**src/rtl/core/pps_pkg.sv**
```systemverilog
// ----------------------------------------------------------------------------
// pps_pkg
// Shared types and codes of the preemptive priority scheduler: action codes,
// field widths and the slot record kept in the slot memory.
// ----------------------------------------------------------------------------
package pps_pkg;

	localparam int ACTION_W = 2;
	localparam int SLOT_W   = 4;
	localparam int IDENT_W  = 16;
	localparam int PRIO_W   = 8;
	localparam int TIME_W   = 16;
	localparam int CLOCK_W  = 32;

	localparam logic [ACTION_W-1:0] ACT_LOAD  = 2'd0;
	localparam logic [ACTION_W-1:0] ACT_TICK  = 2'd1;
	localparam logic [ACTION_W-1:0] ACT_CLEAR = 2'd2;

	localparam logic [CLOCK_W-1:0] CLOCK_MAX = '1;

	typedef struct packed {
		logic [IDENT_W-1:0] ident;
		logic [PRIO_W-1:0]  prio;
		logic [TIME_W-1:0]  arrival;
		logic [TIME_W-1:0]  remaining;
		logic [TIME_W-1:0]  original;
	} slot_rec_t;

endpackage

```
**src/rtl/core/preemptive_priority_scheduler_unit.sv**
```systemverilog
// ----------------------------------------------------------------------------
// preemptive_priority_scheduler_unit
// Table of process slots with a priority pick per tick; reports the pick
// and, on completion, completion, turnaround and waiting times.
// ----------------------------------------------------------------------------
// Usage: raise start with an action; the beat is taken at an edge where busy
// is low. A load or a clear takes effect at that edge and busy stays low, so
// the next beat may follow in the next cycle. A tick holds busy high while
// the single comparator walks the slot memory one entry per cycle through
// the registered read, the update state writes the chosen slot back and
// advances the clock, and the report state forms the times. The result
// beat then sits on the result ports for exactly one cycle with
// result_strobe high; the receiver cannot stall it, so sample it then. A new
// start is taken in that same cycle. Loads and clears give no result beat.
// Loads to a slot at or beyond SLOTS, loads with a zero burst and action
// code 3 are dropped silently.
// ----------------------------------------------------------------------------
module preemptive_priority_scheduler_unit #(
	parameter int SLOTS = 16
) (
	input  logic        clk,
	input  logic        arst_n,
	input  logic        start,
	output logic        busy,
	input  logic [1:0]  action,
	input  logic [3:0]  slot,
	input  logic [15:0] proc_ident,
	input  logic [7:0]  prio_level,
	input  logic [15:0] arrival,
	input  logic [15:0] burst,
	output logic        result_strobe,
	output logic [15:0] chosen_ident,
	output logic [3:0]  chosen_slot,
	output logic        idle,
	output logic        finished,
	output logic [31:0] completion,
	output logic [31:0] turnaround,
	output logic [31:0] waiting,
	output logic        all_done
);
	import pps_pkg::*;

	localparam int IDX_W = $clog2(SLOTS);
	localparam int CNT_W = $clog2(SLOTS + 1);
	localparam logic [CNT_W-1:0] SCAN_END = CNT_W'(SLOTS);

	typedef enum logic [1:0] {
		ST_IDLE,
		ST_SCAN,
		ST_UPDATE,
		ST_REPORT
	} state_t;

	state_t state_q;

	// Per-slot flags live in flops so a clear empties the table at once.
	logic [SLOTS-1:0] valid_q;
	logic [SLOTS-1:0] fin_q;
	logic [CNT_W-1:0] loaded_cnt_q;
	logic [CNT_W-1:0] finished_cnt_q;
	logic [CLOCK_W-1:0] clock_q;

	// Scan pipeline: read issue counter, then compare stage on read data.
	logic [CNT_W-1:0] scan_cnt_q;
	logic             cmp_vld_s1;
	logic [IDX_W-1:0] cmp_idx_s1;

	// Running best candidate.
	logic             found_q;
	logic [IDX_W-1:0] best_idx_q;
	logic [PRIO_W-1:0] best_prio_q;
	slot_rec_t        best_rec_q;

	// Update to report handoff.
	logic               fin_now_q;
	logic [CLOCK_W-1:0] tat_q;

	logic        accept;
	logic        do_load;
	logic        do_tick;
	logic        do_clear;
	logic [IDX_W-1:0] load_idx;
	logic        scan_issue;
	logic        cand_win;
	logic [CLOCK_W-1:0] clock_next;
	logic [TIME_W-1:0]  rem_next;
	logic        fin_next;
	logic [CLOCK_W-1:0] arr_ext;
	logic [CLOCK_W-1:0] org_ext;

	logic        ram_we;
	logic [IDX_W-1:0] ram_waddr;
	slot_rec_t   ram_wdata;
	slot_rec_t   ram_rdata;
	slot_rec_t   load_rec;

	assign busy     = (state_q != ST_IDLE);
	assign accept   = start && !busy;
	assign do_load  = accept && (action == ACT_LOAD) && (burst != '0) &&
		(32'(slot) < SLOTS);
	assign do_tick  = accept && (action == ACT_TICK);
	assign do_clear = accept && (action == ACT_CLEAR);
	assign load_idx = IDX_W'(slot);

	assign scan_issue = (state_q == ST_SCAN) && (scan_cnt_q != SCAN_END);

	// A slot wins when loaded, unfinished, arrived and strictly above the
	// best priority so far; strict compare keeps ties on the lowest slot.
	assign cand_win = cmp_vld_s1 && valid_q[cmp_idx_s1] && !fin_q[cmp_idx_s1] &&
		({{(CLOCK_W - TIME_W){1'b0}}, ram_rdata.arrival} <= clock_q) &&
		(ram_rdata.prio > best_prio_q);

	assign clock_next = (clock_q == CLOCK_MAX) ? clock_q : clock_q + CLOCK_W'(1);
	assign rem_next   = best_rec_q.remaining - TIME_W'(1);
	assign fin_next   = found_q && (rem_next == '0);
	assign arr_ext    = {{(CLOCK_W - TIME_W){1'b0}}, best_rec_q.arrival};
	assign org_ext    = {{(CLOCK_W - TIME_W){1'b0}}, best_rec_q.original};

	always_comb begin
		load_rec.ident     = proc_ident;
		load_rec.prio      = prio_level;
		load_rec.arrival   = arrival;
		load_rec.remaining = burst;
		load_rec.original  = burst;
	end

	// Load writes in idle, the chosen slot is written back in update; the
	// FSM keeps these apart from the scan reads, so no forwarding is needed.
	always_comb begin
		ram_we    = do_load;
		ram_waddr = load_idx;
		ram_wdata = load_rec;
		if (state_q == ST_UPDATE) begin
			ram_we              = found_q;
			ram_waddr           = best_idx_q;
			ram_wdata           = best_rec_q;
			ram_wdata.remaining = rem_next;
		end
	end

	pps_slot_ram #(
		.DEPTH  (SLOTS),
		.ADDR_W (IDX_W)
	) u_slot_ram (
		.clk   (clk),
		.we    (ram_we),
		.waddr (ram_waddr),
		.wdata (ram_wdata),
		.re    (scan_issue),
		.raddr (scan_cnt_q[IDX_W-1:0]),
		.rdata (ram_rdata)
	);

	// Slot flags and counts.
	always_ff @(posedge clk or negedge arst_n) begin
		if (!arst_n) begin
			valid_q        <= '0;
			fin_q          <= '0;
			loaded_cnt_q   <= '0;
			finished_cnt_q <= '0;
		end else if (do_clear) begin
			valid_q        <= '0;
			fin_q          <= '0;
			loaded_cnt_q   <= '0;
			finished_cnt_q <= '0;
		end else if (do_load) begin
			// Reloading a finished slot pulls it back out of the finished count.
			if (!valid_q[load_idx]) begin
				loaded_cnt_q <= loaded_cnt_q + CNT_W'(1);
			end else if (fin_q[load_idx]) begin
				finished_cnt_q <= finished_cnt_q - CNT_W'(1);
			end
			valid_q[load_idx] <= 1'b1;
			fin_q[load_idx]   <= 1'b0;
		end else if (state_q == ST_UPDATE && fin_next) begin
			fin_q[best_idx_q] <= 1'b1;
			finished_cnt_q    <= finished_cnt_q + CNT_W'(1);
		end
	end

	// Best candidate payload and update results; no reset needed.
	always_ff @(posedge clk) begin
		if (cand_win) begin
			best_idx_q <= cmp_idx_s1;
			best_rec_q <= ram_rdata;
		end
		if (state_q == ST_UPDATE) begin
			fin_now_q <= fin_next;
			tat_q     <= (clock_next >= arr_ext) ? clock_next - arr_ext : '0;
		end
	end

	// Sequencer, clock and result beat.
	always_ff @(posedge clk or negedge arst_n) begin
		if (!arst_n) begin
			state_q       <= ST_IDLE;
			clock_q       <= '0;
			scan_cnt_q    <= '0;
			cmp_vld_s1    <= 1'b0;
			cmp_idx_s1    <= '0;
			found_q       <= 1'b0;
			best_prio_q   <= '0;
			result_strobe <= 1'b0;
			chosen_ident  <= '0;
			chosen_slot   <= '0;
			idle          <= 1'b0;
			finished      <= 1'b0;
			completion    <= '0;
			turnaround    <= '0;
			waiting       <= '0;
			all_done      <= 1'b0;
		end else begin
			result_strobe <= 1'b0;
			cmp_vld_s1    <= scan_issue;
			cmp_idx_s1    <= scan_cnt_q[IDX_W-1:0];
			case (state_q)
				ST_IDLE: begin
					if (do_clear) begin
						clock_q <= '0;
					end
					if (do_tick) begin
						scan_cnt_q  <= '0;
						found_q     <= 1'b0;
						best_prio_q <= '0;
						state_q     <= ST_SCAN;
					end
				end
				ST_SCAN: begin
					if (scan_issue) begin
						scan_cnt_q <= scan_cnt_q + CNT_W'(1);
					end
					if (cand_win) begin
						found_q     <= 1'b1;
						best_prio_q <= ram_rdata.prio;
					end
					// Leave once the last read has gone through the compare.
					if (scan_cnt_q == SCAN_END && cmp_vld_s1) begin
						state_q <= ST_UPDATE;
					end
				end
				ST_UPDATE: begin
					clock_q <= clock_next;
					state_q <= ST_REPORT;
				end
				ST_REPORT: begin
					result_strobe <= 1'b1;
					idle          <= !found_q;
					chosen_ident  <= found_q ? best_rec_q.ident : '0;
					chosen_slot   <= found_q ? 4'(best_idx_q) : '0;
					finished      <= fin_now_q;
					completion    <= fin_now_q ? clock_q : '0;
					turnaround    <= fin_now_q ? tat_q : '0;
					waiting       <= (fin_now_q && tat_q >= org_ext) ? tat_q - org_ext : '0;
					all_done      <= (finished_cnt_q == loaded_cnt_q);
					state_q       <= ST_IDLE;
				end
				default: begin
					state_q <= ST_IDLE;
				end
			endcase
		end
	end

endmodule

```
**src/rtl/core/pps_slot_ram.sv**
```systemverilog
// ----------------------------------------------------------------------------
// pps_slot_ram
// Slot record memory: one write port, one read port, read data registered.
// ----------------------------------------------------------------------------
module pps_slot_ram #(
	parameter int DEPTH = 16,
	parameter int ADDR_W = 4
) (
	input  logic                clk,
	input  logic                we,
	input  logic [ADDR_W-1:0]   waddr,
	input  pps_pkg::slot_rec_t  wdata,
	input  logic                re,
	input  logic [ADDR_W-1:0]   raddr,
	output pps_pkg::slot_rec_t  rdata
);
	import pps_pkg::*;

	slot_rec_t mem_q [DEPTH];

	always_ff @(posedge clk) begin
		if (we) begin
			mem_q[waddr] <= wdata;
		end
	end

	always_ff @(posedge clk) begin
		if (re) begin
			rdata <= mem_q[raddr];
		end
	end

endmodule

```
**config.mk**
```make
export PLATFORM = sky130hd
export DESIGN_NAME = preemptive_priority_scheduler_unit
export DESIGN_NICKNAME = d
export VERILOG_FILES = /design/src/rtl/core/pps_pkg.sv /design/src/rtl/core/preemptive_priority_scheduler_unit.sv /design/src/rtl/core/pps_slot_ram.sv
export SDC_FILE = /design/constraint.sdc
export NUM_CORES = 2
export LEC_CHECK = 0
export ABC_AREA = 1
export BUFFER_PORTS_ARGS = -buffer_cell sky130_fd_sc_hd__buf_2
export CORE_ASPECT_RATIO = 0.7
export CORE_UTILIZATION = 60
export CTS_CLUSTER_SIZE = 40
export DETAILED_ROUTE_END_ITERATION = 8
export PLACE_DENSITY = 0.73
export SLEW_MARGIN = 10
export SYNTH_ARGS = -nofsm -noshare
export SYNTH_HDL_FRONTEND = slang
export SYNTH_HIERARCHICAL = 1
export SYNTH_SLANG_ARGS = --single-unit
```
**constraint.sdc**
```tcl
create_clock -name clk -period 13.3 [get_ports clk]
set_input_delay 0.665 -clock clk [delete_from_list [all_inputs] [get_ports clk]]
set_output_delay 0.665 -clock clk [all_outputs]
set_load 0.02 [all_outputs]
```
==> impl_metrics.csv <==
group,metric,value,unit
placement,port_buffers,185,
setup_path,crit_chain,"inv_1, ha_1, nand2_1, nor2_1, nand3_1, o21ai_0, nand3b_1, nor2_4, buf_4",
route,viasPerCell,5.66,
synthesis,synth_edf_count,1333,
sta,report.final.slew_viol_count,0,
final_layout,final_nets,7262,
power,cellPowerDensity,211,mW/mm^2
final_layout,multiInputGateArea,0.0184,sq mm
synthesis,yosysMostFrequentCell,"nand2_1",
floorplanning,io_pins,186,
synthesis,ys_top_cells_by_area,"edfxtp_1 (58%), nand2_1 (11%), dfrtp_1 (7.7%)",
setup_path,cp_top_family,"simple AND/OR/NAND/NOR gates",
clock_tree,htreeDepth,4,
route,ant_nets,0,
setup_path,crit_fanout,45,
floorplanning,core_area,0.115,sq mm
synthesis,ys_async_sr_fraction,13.9,%
grt,grt_util_met2,46.7,%
power,p_leak,33.5,nW
setup_path,worst-path-buf-inv,2,
clock_tree,clkLatencyLatePin,790,ps
sta,setup_slack,8480,ps
grt,gr-usage-met3,6.12,%
power,vdd.ir_drop.worst,253,uV
final_layout,ff_latch_area,0.0454,sq mm
placement,dp.cells,8511,
clock_tree,cts_root_buf,"clkbuf_16",
sta,worstMarginPinSlew,1280,ps
grt,antenna_found_initial,3,
synthesis,yosysTopAreaCell,"edfxtp_1",
setup_path,end_kind,"flip-flop",
setup_path,crit_path_max_incr_delay,1100,ps
synthesis,synth_top_area_share,57.5,%
run,drv_cap,0,
synthesis,synthesis.nets,7125,
synthesis,synthFlopType,"edfxtp_1",
setup_path,crit_path_top_delay_cell,"nor2_4",
placement,place_hpwl,111000,um
floorplanning,dieArea,0.117,sq mm
grt,grt-busiest-layer,"met1",
setup_path,cp.arrival,5220,ps
grt,gr-usage-all-layers,32.1,%
route,wirelength,188000,um
placement,pre_cts_slack,8180,ps
sta,min_period,4820,ps
clock_tree,cts.reportedPaths.clkPinSlew,60,ps
grt,first_global_vias,46309,
sta,report.final.hold_viol_count,0,
synthesis,syn_inst,6987,
worst_hold_path,hold_path_class,"primary input to flip-flop",
final_layout,final_core_util,66.7,%
sta,setup_viol,0,
route,drc,0,
final_layout,fillers,8769,
synthesis,synthTopCellsByCount,"nand2_1 (2127), edfxtp_1 (1333), inv_1 (1139), nand3_1 (1009), o21ai_0 (231)",
sta,rsz0062_at_grt,"false",
final_layout,stdcell_count,8783,
sta,timing.fmax,208,MHz
sta,finalSetupTns,0,ps
setup_path,required,13700,ps
synthesis,avgSynthCellArea,9.96,sq um
synthesis,yosysWarnings,6,
final_layout,synthToLayoutAreaGrowth,10.1,%
grt,use_met1,48.7,%
grt,grt_max_degree,201,
floorplanning,fp.dieW,409,um
clock_tree,clockBufferDepth,3,
clock_tree,cts_tree,"built",
sta,skew,29.4,ps
sta,maxSlewHeadroom,14.7,%
floorplanning,initial_core_util,60.5,%
sta,period_share,36.2,%
placement,gp_congestion,0.961,
clock_tree,cts_buffers,147,
clock_tree,cts.sinks,1548,
route,dr.pass1.iters,6,
synthesis,synth-seq-area-share,65.2,%
synthesis,ys_types,57,
route,vias,49719,
grt,overflow,0,
route,initialDrtViolationCount,6337,
grt,grt_pass1_wl,283000,um
route,route.detailed.wl_per_inst,21.4,um
setup_path,r2r_setup_slack,8480,ps
final_layout,final_layout_size_suffix_gt1_share,8.10,%
floorplanning,die-height,287,um
setup_path,worstSetupPathType,"flip-flop to flip-flop",
floorplanning,rows,104,
setup_path,cp-start-kind,"flip-flop",
status,status,"finished, final reports clean",
synthesis,synth-seq-cells,1548,
synthesis,syn_area,0.0696,sq mm
[layout make-up]
| type | instances | share of cell area, % |
|---|---|---|
| Inverter | 1154 | 5.72 |
| Sequential cell | 1548 | 59.2 |
| Clock inverter | 77 | 1.07 |
| Clock buffer | 191 | 5.22 |
| Antenna cell | 3 | 0.00979 |
| Timing Repair Buffer | 287 | 2.26 |
| Multi-Input combinational cell | 3986 | 24.0 |
| Tap cell | 1537 | 2.51 |
[report_power, final]
| part | leakage (nW) | internal (mW) | switching [mW] |
|---|---|---|---|
| registers | 15.0 | 6.34 | 0.421 |
| logic | 16.2 | 1.36 | 3.80 |
| clock network | 2.34 | 2.42 | 1.82 |
[per-stage QoR]
| step | hold WS (ps) | power, mW | instance area [sq um] |
|---|---|---|---|
| after global placement | 401 | 11.8 | 71800 |
| after detailed placement | 405 | 11.9 | 71800 |
| after CTS | 275 | 16.1 | 76600 |
| final | 341 | 16.2 | 76700 |
| after floorplan | 369 | 10.2 | 69600 |
| after global routing | 350 | 16.9 | 76700 |
[placed cells by master, fill, tap and decap left out, types with 31 or more instances in the layout]
cell type  synthesis  layout
xor2_1            40      40
clkinv_1           7      37
buf_2            128     184
nand4_1           31      31
dfrtp_1          215     211
edfxtp_1        1333    1333
inv_1           1139    1138
nand3_1         1009    1009
a21oi_1           81      80
nand2_1         2127    2127
clkbuf_16          0     152
clkbuf_1          67      34
buf_4             54      99
o21ai_0          231     215
ha_1              70      69
nor2_1           208     190
[flip-flops by register name, indices dropped and copies added, names as in the netlist, 2 cells and up]
name              flops
finished_cnt_q        5
fin_q                16
turnaround           32
best_rec_q           56
completion           32
waiting              32
arr_ext              16
best_prio_q           8
chosen_ident         16
valid_q              16
chosen_slot           4
loaded_cnt_q          5
clock_q              32
scan_cnt_q            5
u_slot_ram/mem_q   1152
state_q               2
cmp_idx_s1            4
u_slot_ram/rdata     72
best_idx_q            4
tat_q                32
[worst paths after layout]
path / start / end / depth (start not counted)
worst max-delay path: state_q[0] / u_slot_ram/mem_q[9][63] / 9
worst min-delay path: slot[2] / valid_q[10] / 4
worst max register to register: state_q[0] / u_slot_ram/mem_q[9][63] / 9
worst min register to register: u_slot_ram/rdata[0] / best_rec_q[0] / 0
max in group asynchronous: arst_n / best_prio_q[6] / 3
min in group asynchronous: arst_n / fin_q[4] / 2
[kinds of logic after synthesis]
| logic type | count (synthesis) | share of synthesized area (%) |
|---|---|---|
| fa+ha+maj | 73 | 1.34 |
| buf+inv | 1453 | 8.59 |
| flops | 1548 | 65.2 |
| xor+xnor | 50 | 0.629 |
| simple gates | 3468 | 21.1 |
| compound gates | 395 | 3.14 |
[layer usage]
metal,vias up,wire length [um]
met4,2,5260
met3,308,21600
li1,23050,-
met2,2665,81600
met1,23694,79900
met5,-,13
[worst min-delay path: stages]
cell,delay (ps)
buf_2,130
nor3_1,120
nand2_1,100
a21oi_1,60
[timing repair]
action / 4_1_cts / 5_1_grt
gates resized for setup: 0 / 0
buffers inserted: 0 / 0
hold endpoints to repair: 87 / 0
hold buffers: 1 / 0
endpoints found under the setup margin: 0 / 0
Note: power is estimated with default switching activity, not from simulation.
